## src/ccbc_pkg.sv

```systemverilog
// Shared constants, mode codes, register indexes and control structs
// for the color centroid background classifier. No dependencies.
`default_nettype none

package ccbc_pkg;

  localparam int MODE_W  = 3;
  localparam int CHAN_W  = 8;
  localparam int CENT_W  = 16;
  localparam int SUM_W   = 28;
  localparam int CNT_W   = 21;
  localparam int DIST_W  = 34;
  localparam int IDX_W   = 20;
  localparam int SQ_W    = 2 * CENT_W;
  localparam int NCHAN   = 3;
  localparam int CH_W    = 2;
  localparam int REGI_W  = 2;

  localparam int DIV_N     = SUM_W + CHAN_W;
  localparam int DIV_CNT_W = $clog2(DIV_N);

  localparam logic [MODE_W-1:0] MODE_ACC  = 3'd0;
  localparam logic [MODE_W-1:0] MODE_CLS  = 3'd1;
  localparam logic [MODE_W-1:0] MODE_UPD  = 3'd2;
  localparam logic [MODE_W-1:0] MODE_CLR  = 3'd3;
  localparam logic [MODE_W-1:0] MODE_LOAD = 3'd4;

  localparam logic [REGI_W-1:0] REG_GREEN  = 2'd0;
  localparam logic [REGI_W-1:0] REG_BLUE   = 2'd1;
  localparam logic [REGI_W-1:0] REG_RED    = 2'd2;
  localparam logic [REGI_W-1:0] REG_THRESH = 2'd3;

  localparam logic [DIST_W-1:0] TH_RESET = 34'd16777216;
  localparam logic [SUM_W-1:0]  SUM_MAX  = '1;
  localparam logic [CENT_W-1:0] CENT_MAX = '1;

  localparam longint unsigned MAX_PIXELS = 64'd1048576;
  localparam longint unsigned CNT_FULL   = (64'd1 << CNT_W) - 64'd1;
  localparam logic [CNT_W-1:0] CNT_LIMIT =
      CNT_W'((MAX_PIXELS < CNT_FULL) ? MAX_PIXELS : CNT_FULL);

  typedef struct packed {
    logic            idle;
    logic            capture;
    logic            div_start;
    logic            div_wr;
    logic            sq_en;
    logic            eval_en;
    logic [CH_W-1:0] ch;
  } ccbc_cmd_t;

  typedef struct packed {
    logic              in_valid;
    logic [MODE_W-1:0] in_mode;
    logic              cnt_gt1;
    logic              div_done;
    logic              out_busy;
  } ccbc_sts_t;

endpackage

`default_nettype wire

```

## src/ccbc_in_if.sv

```systemverilog
// Input pixel channel: valid/ready handshake with the pixel word.
// Depends on ccbc_pkg.
`default_nettype none

interface ccbc_in_if import ccbc_pkg::*; ();
  logic              valid;
  logic              ready;
  logic [MODE_W-1:0] mode;
  logic [CHAN_W-1:0] green;
  logic [CHAN_W-1:0] blue;
  logic [CHAN_W-1:0] red;
  logic [IDX_W-1:0]  pixel_index;

  modport source (output valid, mode, green, blue, red, pixel_index, input ready);
  modport sink (input valid, mode, green, blue, red, pixel_index, output ready);
endinterface

`default_nettype wire

```

## src/ccbc_out_if.sv

```systemverilog
// Result channel: valid/ready handshake with the result word.
// Depends on ccbc_pkg.
`default_nettype none

interface ccbc_out_if import ccbc_pkg::*; ();
  logic              valid;
  logic              ready;
  logic              mask_bit;
  logic [IDX_W-1:0]  index_out;
  logic [DIST_W-1:0] moved_dist_sq;

  modport source (output valid, mask_bit, index_out, moved_dist_sq, input ready);
  modport sink (input valid, mask_bit, index_out, moved_dist_sq, output ready);
endinterface

`default_nettype wire

```

## src/ccbc_cfg_if.sv

```systemverilog
// Configuration write channel: register index and write data.
// Depends on ccbc_pkg.
`default_nettype none

interface ccbc_cfg_if import ccbc_pkg::*; ();
  logic              valid;
  logic              ready;
  logic [REGI_W-1:0] reg_index;
  logic [DIST_W-1:0] wdata;

  modport source (output valid, reg_index, wdata, input ready);
  modport sink (input valid, reg_index, wdata, output ready);
endinterface

`default_nettype wire

```

## src/ccbc_div.sv

```systemverilog
// Restoring divider, one quotient bit per cycle, for the mean update.
// Depends on ccbc_pkg.
`default_nettype none

module ccbc_div import ccbc_pkg::*; (
  input  wire logic              clk,
  input  wire logic              rst_n,
  input  wire logic              start,
  input  wire logic [DIV_N-1:0]  dividend,
  input  wire logic [CNT_W-1:0]  divisor,
  output logic                   done,
  output logic [DIV_N-1:0]       quot
);

  logic [CNT_W-1:0]     rem_r;
  logic [DIV_N-1:0]     quo_r;
  logic [DIV_CNT_W-1:0] cnt_r;
  logic                 busy_r;
  logic                 done_r;
  logic [CNT_W:0]       shifted;
  logic                 ge;
  logic [CNT_W:0]       diff;

  always_comb begin
    shifted = {rem_r, quo_r[DIV_N-1]};
    diff    = shifted - {1'b0, divisor};
    ge      = shifted >= {1'b0, divisor};
  end

  always_ff @(posedge clk) begin
    if (!rst_n) begin
      busy_r <= 1'b0;
      done_r <= 1'b0;
      cnt_r  <= '0;
    end else begin
      done_r <= 1'b0;
      if (start) begin
        busy_r <= 1'b1;
        cnt_r  <= '0;
      end else if (busy_r) begin
        cnt_r <= cnt_r + 1'b1;
        if (cnt_r == DIV_CNT_W'(DIV_N - 1)) begin
          busy_r <= 1'b0;
          done_r <= 1'b1;
        end
      end
    end
  end

  always_ff @(posedge clk) begin
    if (start) begin
      rem_r <= '0;
      quo_r <= dividend;
    end else if (busy_r) begin
      rem_r <= ge ? diff[CNT_W-1:0] : shifted[CNT_W-1:0];
      quo_r <= {quo_r[DIV_N-2:0], ge};
    end
  end

  assign done = done_r;
  assign quot = quo_r;

  a_div_done_idle: assert property (@(posedge clk) disable iff (!rst_n)
    done_r |-> !busy_r) else $error("divider done while busy");
  a_div_start_busy: assert property (@(posedge clk) disable iff (!rst_n)
    start |=> busy_r && !done_r) else $error("divider did not start");
  a_div_cnt_range: assert property (@(posedge clk) disable iff (!rst_n)
    busy_r |-> cnt_r <= DIV_CNT_W'(DIV_N - 1)) else $error("divider step overrun");

endmodule

`default_nettype wire

```

## src/ccbc_datapath.sv

```systemverilog
// Datapath: configuration registers, centroid, sums, count, squared
// distance unit, shared divider and result register. Uses ccbc_pkg, ccbc_div.
`default_nettype none

module ccbc_datapath import ccbc_pkg::*; (
  input  wire logic       clk,
  input  wire logic       rst_n,
  ccbc_in_if.sink         in_chan,
  ccbc_out_if.source      out_chan,
  ccbc_cfg_if.sink        cfg_chan,
  input  wire ccbc_cmd_t  cmd,
  output ccbc_sts_t       sts
);

  logic [CENT_W-1:0] init_r [NCHAN];
  logic [DIST_W-1:0] th_r;
  logic [CENT_W-1:0] cent_r [NCHAN];
  logic [CENT_W-1:0] newc_r [NCHAN];
  logic [SUM_W-1:0]  sum_r [NCHAN];
  logic [CNT_W-1:0]  cnt_r;
  logic [MODE_W-1:0] mode_r;
  logic [CHAN_W-1:0] pix_r [NCHAN];
  logic [IDX_W-1:0]  idx_r;
  logic [SQ_W-1:0]   sq_r [NCHAN];
  logic              out_valid_r;
  logic              out_mask_r;
  logic [IDX_W-1:0]  out_idx_r;
  logic [DIST_W-1:0] out_moved_r;

  logic [CENT_W-1:0] op_a [NCHAN];
  logic [CENT_W-1:0] op_b [NCHAN];
  logic [CENT_W-1:0] absd [NCHAN];
  logic [SQ_W-1:0]   sq_nxt [NCHAN];
  logic [SUM_W-1:0]  sum_nxt [NCHAN];
  logic [SUM_W:0]    sum_wide [NCHAN];
  logic [DIST_W-1:0] dsum;
  logic              near_bg;
  logic              div_done;
  logic [DIV_N-1:0]  quot;
  logic [CENT_W-1:0] quot_sat;
  logic              out_busy;

  assign cfg_chan.ready = 1'b1;
  assign in_chan.ready  = cmd.idle;

  always_comb begin
    for (int i = 0; i < NCHAN; i++) begin
      if (mode_r == MODE_UPD) begin
        op_a[i] = cent_r[i];
        op_b[i] = newc_r[i];
      end else begin
        op_a[i] = {pix_r[i], 8'h00};
        op_b[i] = cent_r[i];
      end
      absd[i]     = (op_a[i] >= op_b[i]) ? op_a[i] - op_b[i] : op_b[i] - op_a[i];
      sq_nxt[i]   = absd[i] * absd[i];
      sum_wide[i] = {1'b0, sum_r[i]} + {{(SUM_W + 1 - CHAN_W){1'b0}}, pix_r[i]};
      sum_nxt[i]  = sum_wide[i][SUM_W] ? SUM_MAX : sum_wide[i][SUM_W-1:0];
    end
    dsum = DIST_W'(sq_r[0]) + DIST_W'(sq_r[1]) + DIST_W'(sq_r[2]);
    near_bg = dsum <= th_r;
  end

  ccbc_div u_div (
    .clk      (clk),
    .rst_n    (rst_n),
    .start    (cmd.div_start),
    .dividend ({sum_r[cmd.ch], 8'h00}),
    .divisor  (cnt_r),
    .done     (div_done),
    .quot     (quot)
  );

  assign quot_sat = (|quot[DIV_N-1:CENT_W]) ? CENT_MAX : quot[CENT_W-1:0];
  assign out_busy = out_valid_r && !out_chan.ready;

  always_comb begin
    sts.in_valid = in_chan.valid;
    sts.in_mode  = in_chan.mode;
    sts.cnt_gt1  = cnt_r > CNT_W'(1);
    sts.div_done = div_done;
    sts.out_busy = out_busy;
  end

  always_ff @(posedge clk) begin
    if (!rst_n) begin
      for (int i = 0; i < NCHAN; i++) begin
        init_r[i] <= '0;
        cent_r[i] <= '0;
        sum_r[i]  <= '0;
      end
      th_r        <= TH_RESET;
      cnt_r       <= '0;
      out_valid_r <= 1'b0;
    end else begin
      if (cfg_chan.valid) begin
        case (cfg_chan.reg_index)
          REG_GREEN:  init_r[0] <= cfg_chan.wdata[CENT_W-1:0];
          REG_BLUE:   init_r[1] <= cfg_chan.wdata[CENT_W-1:0];
          REG_RED:    init_r[2] <= cfg_chan.wdata[CENT_W-1:0];
          REG_THRESH: th_r      <= cfg_chan.wdata;
          default: begin
          end
        endcase
      end
      if (out_chan.ready) begin
        out_valid_r <= 1'b0;
      end
      if (cmd.eval_en) begin
        out_valid_r <= 1'b1;
        case (mode_r)
          MODE_ACC: begin
            if (near_bg) begin
              for (int i = 0; i < NCHAN; i++) begin
                sum_r[i] <= sum_nxt[i];
              end
              if (cnt_r < CNT_LIMIT) begin
                cnt_r <= cnt_r + 1'b1;
              end
            end
          end
          MODE_UPD: begin
            for (int i = 0; i < NCHAN; i++) begin
              cent_r[i] <= newc_r[i];
            end
          end
          MODE_CLR: begin
            for (int i = 0; i < NCHAN; i++) begin
              sum_r[i] <= '0;
            end
            cnt_r <= '0;
          end
          MODE_LOAD: begin
            for (int i = 0; i < NCHAN; i++) begin
              cent_r[i] <= init_r[i];
            end
          end
          default: begin
          end
        endcase
      end
    end
  end

  always_ff @(posedge clk) begin
    if (cmd.capture) begin
      mode_r   <= in_chan.mode;
      pix_r[0] <= in_chan.green;
      pix_r[1] <= in_chan.blue;
      pix_r[2] <= in_chan.red;
      idx_r    <= in_chan.pixel_index;
      for (int i = 0; i < NCHAN; i++) begin
        newc_r[i] <= cent_r[i];
      end
    end
    if (cmd.div_wr) begin
      newc_r[cmd.ch] <= quot_sat;
    end
    if (cmd.sq_en) begin
      for (int i = 0; i < NCHAN; i++) begin
        sq_r[i] <= sq_nxt[i];
      end
    end
    if (cmd.eval_en) begin
      out_idx_r   <= idx_r;
      out_mask_r  <= ((mode_r == MODE_ACC) && near_bg) ||
                     ((mode_r == MODE_CLS) && !(dsum < th_r));
      out_moved_r <= (mode_r == MODE_UPD) ? dsum : '0;
    end
  end

  assign out_chan.valid         = out_valid_r;
  assign out_chan.mask_bit      = out_mask_r;
  assign out_chan.index_out     = out_idx_r;
  assign out_chan.moved_dist_sq = out_moved_r;

  a_cnt_limit: assert property (@(posedge clk) disable iff (!rst_n)
    cnt_r <= CNT_LIMIT) else $error("accepted count above its limit");
  a_no_overwrite: assert property (@(posedge clk) disable iff (!rst_n)
    cmd.eval_en |-> !out_busy) else $error("result written over a pending word");
  a_moved_zero: assert property (@(posedge clk) disable iff (!rst_n)
    cmd.eval_en && (mode_r != MODE_UPD) |=> out_moved_r == '0)
    else $error("moved distance nonzero outside update mean");

endmodule

`default_nettype wire

```

## src/ccbc_ctrl.sv

```systemverilog
// Controller state machine: sequences capture, divisions, distance
// and evaluation. Depends on ccbc_pkg.
`default_nettype none

module ccbc_ctrl import ccbc_pkg::*; (
  input  wire logic       clk,
  input  wire logic       rst_n,
  input  wire ccbc_sts_t  sts,
  output ccbc_cmd_t       cmd
);

  localparam logic [2:0] S_IDLE   = 3'd0;
  localparam logic [2:0] S_DSTART = 3'd1;
  localparam logic [2:0] S_DWAIT  = 3'd2;
  localparam logic [2:0] S_SQ     = 3'd3;
  localparam logic [2:0] S_EVAL   = 3'd4;

  logic [2:0]      state_r;
  logic [2:0]      state_nxt;
  logic [CH_W-1:0] ch_r;
  logic [CH_W-1:0] ch_nxt;

  always_comb begin
    state_nxt     = state_r;
    ch_nxt        = ch_r;
    cmd           = '0;
    cmd.ch        = ch_r;
    case (state_r)
      S_IDLE: begin
        cmd.idle = 1'b1;
        if (sts.in_valid) begin
          cmd.capture = 1'b1;
          ch_nxt      = '0;
          if ((sts.in_mode == MODE_UPD) && sts.cnt_gt1) begin
            state_nxt = S_DSTART;
          end else begin
            state_nxt = S_SQ;
          end
        end
      end
      S_DSTART: begin
        cmd.div_start = 1'b1;
        state_nxt     = S_DWAIT;
      end
      S_DWAIT: begin
        if (sts.div_done) begin
          cmd.div_wr = 1'b1;
          if (ch_r == CH_W'(NCHAN - 1)) begin
            state_nxt = S_SQ;
          end else begin
            ch_nxt    = ch_r + 1'b1;
            state_nxt = S_DSTART;
          end
        end
      end
      S_SQ: begin
        cmd.sq_en = 1'b1;
        state_nxt = S_EVAL;
      end
      S_EVAL: begin
        if (!sts.out_busy) begin
          cmd.eval_en = 1'b1;
          state_nxt   = S_IDLE;
        end
      end
      default: begin
        state_nxt = S_IDLE;
      end
    endcase
  end

  always_ff @(posedge clk) begin
    if (!rst_n) begin
      state_r <= S_IDLE;
      ch_r    <= '0;
    end else begin
      state_r <= state_nxt;
      ch_r    <= ch_nxt;
    end
  end

  a_div_needs_count: assert property (@(posedge clk) disable iff (!rst_n)
    cmd.div_start |-> sts.cnt_gt1) else $error("division started with count below two");
  a_one_command: assert property (@(posedge clk) disable iff (!rst_n)
    $onehot0({cmd.capture, cmd.div_start, cmd.div_wr, cmd.sq_en, cmd.eval_en}))
    else $error("conflicting datapath commands");
  a_div_wait: assert property (@(posedge clk) disable iff (!rst_n)
    (state_r == S_DWAIT) && !sts.div_done |=> state_r == S_DWAIT)
    else $error("left division wait without done");

endmodule

`default_nettype wire

```

## src/color_centroid_background_classifier_unit.sv

```systemverilog
// Accumulate, classify, clear and load words go through the capture, square and evaluate
// steps, and evaluate waits while the output register holds an untaken word.
// The next word is accepted only after evaluate. Update mean with a count above one runs
// the 36-step divider once per channel first. Results wait in an output register.
// Reset (rst_n, synchronous) clears centroid, sums, count and registers to their defaults.
`default_nettype none

module color_centroid_background_classifier_unit import ccbc_pkg::*; (
  input  wire logic  clk,
  input  wire logic  rst_n,
  ccbc_in_if.sink    in_chan,
  ccbc_out_if.source out_chan,
  ccbc_cfg_if.sink   cfg_chan
);

  ccbc_cmd_t cmd;
  ccbc_sts_t sts;

  ccbc_ctrl u_ctrl (
    .clk   (clk),
    .rst_n (rst_n),
    .sts   (sts),
    .cmd   (cmd)
  );

  ccbc_datapath u_datapath (
    .clk      (clk),
    .rst_n    (rst_n),
    .in_chan  (in_chan),
    .out_chan (out_chan),
    .cfg_chan (cfg_chan),
    .cmd      (cmd),
    .sts      (sts)
  );

endmodule

`default_nettype wire

```

## src/flat_wrapper.sv

```systemverilog
// flat-port wrapper written by rule: the top's interface ports become plain ports
module color_centroid_background_classifier_unit_flat import ccbc_pkg::*;
  (clk, rst_n, in_chan_valid, in_chan_mode, in_chan_green, in_chan_blue, in_chan_red, in_chan_pixel_index, in_chan_ready, out_chan_valid, out_chan_mask_bit, out_chan_index_out, out_chan_moved_dist_sq, out_chan_ready, cfg_chan_valid, cfg_chan_reg_index, cfg_chan_wdata, cfg_chan_ready);
  ccbc_in_if in_chan_i ();
  ccbc_out_if out_chan_i ();
  ccbc_cfg_if cfg_chan_i ();
  input  wire logic clk;
  input  wire logic rst_n;
  input wire logic [$bits(in_chan_i.valid)-1:0] in_chan_valid;
  input wire logic [$bits(in_chan_i.mode)-1:0] in_chan_mode;
  input wire logic [$bits(in_chan_i.green)-1:0] in_chan_green;
  input wire logic [$bits(in_chan_i.blue)-1:0] in_chan_blue;
  input wire logic [$bits(in_chan_i.red)-1:0] in_chan_red;
  input wire logic [$bits(in_chan_i.pixel_index)-1:0] in_chan_pixel_index;
  output wire logic [$bits(in_chan_i.ready)-1:0] in_chan_ready;
  output wire logic [$bits(out_chan_i.valid)-1:0] out_chan_valid;
  output wire logic [$bits(out_chan_i.mask_bit)-1:0] out_chan_mask_bit;
  output wire logic [$bits(out_chan_i.index_out)-1:0] out_chan_index_out;
  output wire logic [$bits(out_chan_i.moved_dist_sq)-1:0] out_chan_moved_dist_sq;
  input wire logic [$bits(out_chan_i.ready)-1:0] out_chan_ready;
  input wire logic [$bits(cfg_chan_i.valid)-1:0] cfg_chan_valid;
  input wire logic [$bits(cfg_chan_i.reg_index)-1:0] cfg_chan_reg_index;
  input wire logic [$bits(cfg_chan_i.wdata)-1:0] cfg_chan_wdata;
  output wire logic [$bits(cfg_chan_i.ready)-1:0] cfg_chan_ready;
  assign in_chan_i.valid = in_chan_valid;
  assign in_chan_i.mode = in_chan_mode;
  assign in_chan_i.green = in_chan_green;
  assign in_chan_i.blue = in_chan_blue;
  assign in_chan_i.red = in_chan_red;
  assign in_chan_i.pixel_index = in_chan_pixel_index;
  assign in_chan_ready = in_chan_i.ready;
  assign out_chan_valid = out_chan_i.valid;
  assign out_chan_mask_bit = out_chan_i.mask_bit;
  assign out_chan_index_out = out_chan_i.index_out;
  assign out_chan_moved_dist_sq = out_chan_i.moved_dist_sq;
  assign out_chan_i.ready = out_chan_ready;
  assign cfg_chan_i.valid = cfg_chan_valid;
  assign cfg_chan_i.reg_index = cfg_chan_reg_index;
  assign cfg_chan_i.wdata = cfg_chan_wdata;
  assign cfg_chan_ready = cfg_chan_i.ready;
  color_centroid_background_classifier_unit u_core (.clk(clk), .rst_n(rst_n), .in_chan(in_chan_i), .out_chan(out_chan_i), .cfg_chan(cfg_chan_i));
endmodule
```

## config.mk

```make
export PLATFORM = sky130hd
export DESIGN_NAME = color_centroid_background_classifier_unit_flat
export DESIGN_NICKNAME = d
export VERILOG_FILES = /design/src/ccbc_pkg.sv /design/src/ccbc_in_if.sv /design/src/ccbc_out_if.sv /design/src/ccbc_cfg_if.sv /design/src/ccbc_div.sv /design/src/ccbc_datapath.sv /design/src/ccbc_ctrl.sv /design/src/color_centroid_background_classifier_unit.sv /design/src/flat_wrapper.sv
export SDC_FILE = /design/constraint.sdc
export NUM_CORES = 2
export LEC_CHECK = 0
export ABC_CLOCK_PERIOD_IN_PS = 17800
export BUFFER_PORTS_ARGS = -buffer_cell sky130_fd_sc_hd__buf_2
export CAP_MARGIN = 20
export CORE_UTILIZATION = 40
export CTS_BUF_LIST = sky130_fd_sc_hd__clkbuf_8
export DETAILED_ROUTE_END_ITERATION = 12
export PLACE_DENSITY_LB_ADDON = 0.2
export SETUP_SLACK_MARGIN = 0.02
export SYNTH_ARGS = -nofsm -noshare
export SYNTH_HDL_FRONTEND = slang
export SYNTH_HIERARCHICAL = 1
export SYNTH_SLANG_ARGS = --single-unit
```

## constraint.sdc

```tcl
create_clock -name clk -period 17.8 [get_ports clk]
set_input_delay 0.89 -clock clk [delete_from_list [all_inputs] [get_ports clk]]
set_output_delay 0.89 -clock clk [all_outputs]
set_load 0.05 [all_outputs]
```

==> results.txt <==
----------------------------------------------------
[Timing]
  Final sum of negative setup slack ... 0 ns
  Max-slew violation count ... 0
  Min Tclk post-route ... around 12 ns
  Total setup violations reported at the end of the flow ... 0
  Number of hold violations in the final report ... 0
  Unrepaired setup endpoints after global routing ... no
  Slew @ Worst Pin ... ~1.1 ns
  Relative slew slack ... between 20% and 30%
  Final period utilization ... between 60% and 70%
  Max Clock Skew ... approximately 0.071 ns
  Peak Freq ... just over 80 MHz

[Global route]
  Initial antenna violation count ... 9
  Vias in the first global route ... about 41000
  Gr usage total ... between 20% and 30%
  Total congestion overflow ... 0
  Global-route wire length before repair ... 237000 um
  Largest net degree at the start of global routing ... ~150

[Final layout]
  Fraction of final layout cells sized beyond drive strength 1 ... between 7 and 8%
  Filler cell count in the final layout ... approximately 13000
  Multi-input combinational cell area ... approximately 34000 sq um
  Final nets ... 6913
  Area overhead of the layout relative to synthesis ... 8.65%
  Total area of sequential cells ... about 16000 sq um

[Setup path]
  Largest driver fanout on the critical path ... approximately 150
  Kind of end point of the critical path ... flop
  Cell with the largest stage delay on the worst path ... xor2_1
  Endpoint required time on the critical path ... between 15 and 20 ns
  Most repeated library cell on the critical path ... inv_1
  Category of the most critical setup path ... reg -> reg
  Critical Path Source Type ... flop
  Biggest cell delay along the critical path ... 0.76 ns
  WP data arrival ... roughly 13 ns

[Clock tree]
  Number of buffers added by the clock tree synthesis step ... 100
  Buffers from clock root to sink, at most ... 3
  Setup fix buffers added after clock tree synthesis ... 0
  Root buffer cell ... clkbuf_8
  Post-CTS resize count ... 0
  CTS sink cnt ... around 550
  Count of H-tree levels built during CTS ... 3
  Post-CTS Hold Fix Bufs ... 0
  Clock tree from TritonCTS ... yes
  Source-to-sink clock delay at the later pin of the worst-skew pair ... 0.82 ns
  Post-CTS clock slew at the launch and capture registers of the worst setup and hold paths ... around 0.060 ns

[Die]
  Overall die area ... between 100000 and 150000 sq um
  Vertical extent of the die ... 370 um
  Core Footprint ... roughly 130000 sq um
  Rows ... ~130
  Starting density of the core ... approximately 40%
  Die X-Extent ... between 300 and 400 um
  I/O pin count ... ~150

[Logic synthesis]
  Main combinational cell family by area after synthesis ... adder cells
  Yosys Warn Count ... 6
  Synthesized-area fraction occupied by adder cells ... 31.1%
  Post-synth top area share ... between 20% and 30%
  Multiplexer share of the synthesized area ... around 2.6%
  Simple-gate area share of the yosys netlist ... between 10 and 15%
  Dominant cell type by area after synthesis ... edfxtp_1
  Proportion of synthesized chip area in sequential cells ... 28.7%
  Post-synthesis compound-gate area fraction ... about an eighth
  Distinct cells, synth ... 94
  Synthesized flop and latch total ... ~550
  Post-synthesis xor/xnor area fraction ... roughly 4.0%
  Most area-consuming cells after synthesis ... edfxtp_1, fa_1, ha_1
  Cell Area, Synth ... about 54000 sq um
  Most common flop cell mapped by yosys ... edfxtp_1
  Synthesized area divided by synthesized cell count ... 9.55 sq um
  Post-synth EDFFs ... roughly 460
  Synthesized netlist cell count ... ~5700
  Async set or reset register ratio after synthesis ... 0%

[Place]
  Number of port buffers ... around 140
  Routability Congestion ... around 0.88
  Post-detail-place hpwl ... 119000 um

[Route]
  Count of unresolved DRC violations after routing ... 0
  Antenna Nets Post-Route ... 0
  Final wirelength ... 152000 um
  Routed WL per cell ... roughly 20 um
  Number of iterations in the first detailed-routing pass ... 6
  Routed via count ... about 40000
  Number of violations reported at the end of detailed-routing iteration 0 ... 2935
  Vias per cell ... between 5 and 6

[Hold path]
  Hold/Removal Path Class ... in -> reg

[Status]
  Status ... finished clean

[Flow run]
  Max-cap check violation count ... 0

----------------------------------------------------
registers in the layout (all words and copies together) (netlist names), 24 cells and up:
register,cells
u_core/u_datapath/out_chan.moved_dist_sq,34
u_core/u_datapath/sq_r,93
u_core/u_datapath/th_r,34
u_core/u_datapath/init_r,48
u_core/u_datapath/newc_r,48
u_core/u_datapath/sum_r,84
u_core/u_datapath/pix_r,24
u_core/u_datapath/cent_r,48
u_core/u_datapath/u_div/quot,36
through the flow:
step	instance area, sq um	hold slack, ns	utilization, %	setup slack (ns)	cells
2_1_floorplan	54300	0.400	-	7.61	5695
3_3_place_gp	57000	0.401	42.5	5.82	7459
3_5_place_dp	57000	0.405	42.5	5.54	7461
4_1_cts	59000	0.149	44.0	5.53	7647
5_1_grt	59000	0.180	44.0	4.55	7648
6_report	59000	0.244	44.0	5.47	7649
cells in the mapped netlist, drive strengths merged, types with 45 or more instances:
| master | count |
|---|---|
| nand3 | 76 |
| inv | 927 |
| buf | 57 |
| a32o | 49 |
| xor2 | 81 |
| dfxtp | 90 |
| fa | 530 |
| a21oi | 348 |
| nand2 | 616 |
| nor2 | 390 |
| a21o | 129 |
| mux2 | 46 |
| nand2b | 73 |
| o21ai | 205 |
| and2 | 58 |
| nor3 | 68 |
| edfxtp | 459 |
| mux2i | 91 |
| ha | 500 |
| clkbuf | 158 |
| nand4 | 45 |
| xnor2 | 160 |
worst max-delay path, delay by kind of cell, from the launching register on:
kind                     cells  cell delay (ns)
adder cells (fa/ha/maj)      8             3.83
AO/OA/AOI/OAI                9             2.71
buffers and inverters       11             1.86
AND/OR/NAND/NOR              7             1.81
XOR/XNOR                     2             1.02
flip-flops                   1             0.47
multiplexers                 1             0.31
layout make-up:
cell class | instances | share of cell area, %
antenna | 2 | 0.00848
inverter | 936 | 5.95
tap | 1768 | 3.75
timing repair buffer | 213 | 2.13
sequential | 549 | 26.4
clock buffer | 106 | 2.47
clock inverter | 80 | 0.912
multi-input combinational | 3995 | 58.4
path summary, 6_finish.rpt:
kind	to	depth (start not counted)	from	slack [ns]
worst min-delay path	u_core/u_datapath/pix_r[0][4]	1	in_chan_green[4]	0.24
worst min register to register	u_core/u_datapath/out_chan.index_out[8]	0	u_core/u_datapath/idx_r[8]	0.42
worst max register to register	u_core/u_datapath/sq_r[0][95]	38	u_core/u_datapath/mode_r[2]	5.47
worst max-delay path	u_core/u_datapath/sq_r[0][95]	38	u_core/u_datapath/mode_r[2]	5.47
routing by layer:
metal	wire length [um]	up-vias	global-route usage, %
met1	69700	20084	31.0
met2	69500	1085	35.8
met5	28	-	0
met3	8700	179	3.29
li1	-	19308	-
met4	4290	6	6.62
cells by family (layout without fill, tap and decap cells):
family,Yosys count,in the layout
other cells,2,14
flops,549,549
simple gates,1510,1510
mux,137,137
compound gates,1063,1063
buf+inv,1151,1335
fa+ha+maj,1030,1030
xor+xnor,243,243
layout by cell type (no fill, tap or decap), drive strengths merged, types with 58 or more instances in the layout:
cell and n:
ha 500, fa 530, a21oi 348, xnor2 160
mux2i 91, buf 213, edfxtp 459, nor3 68
nand3 76, nand2b 73, inv 954, xor2 81
nand2 616, nor2 390, clkbuf 106, o21ai 205
and2 58, a21o 129, dfxtp 90
Power is left out: the tool's default activity adds up to more than one toggle a clock period on the data nets, which glitch-free logic cannot reach.
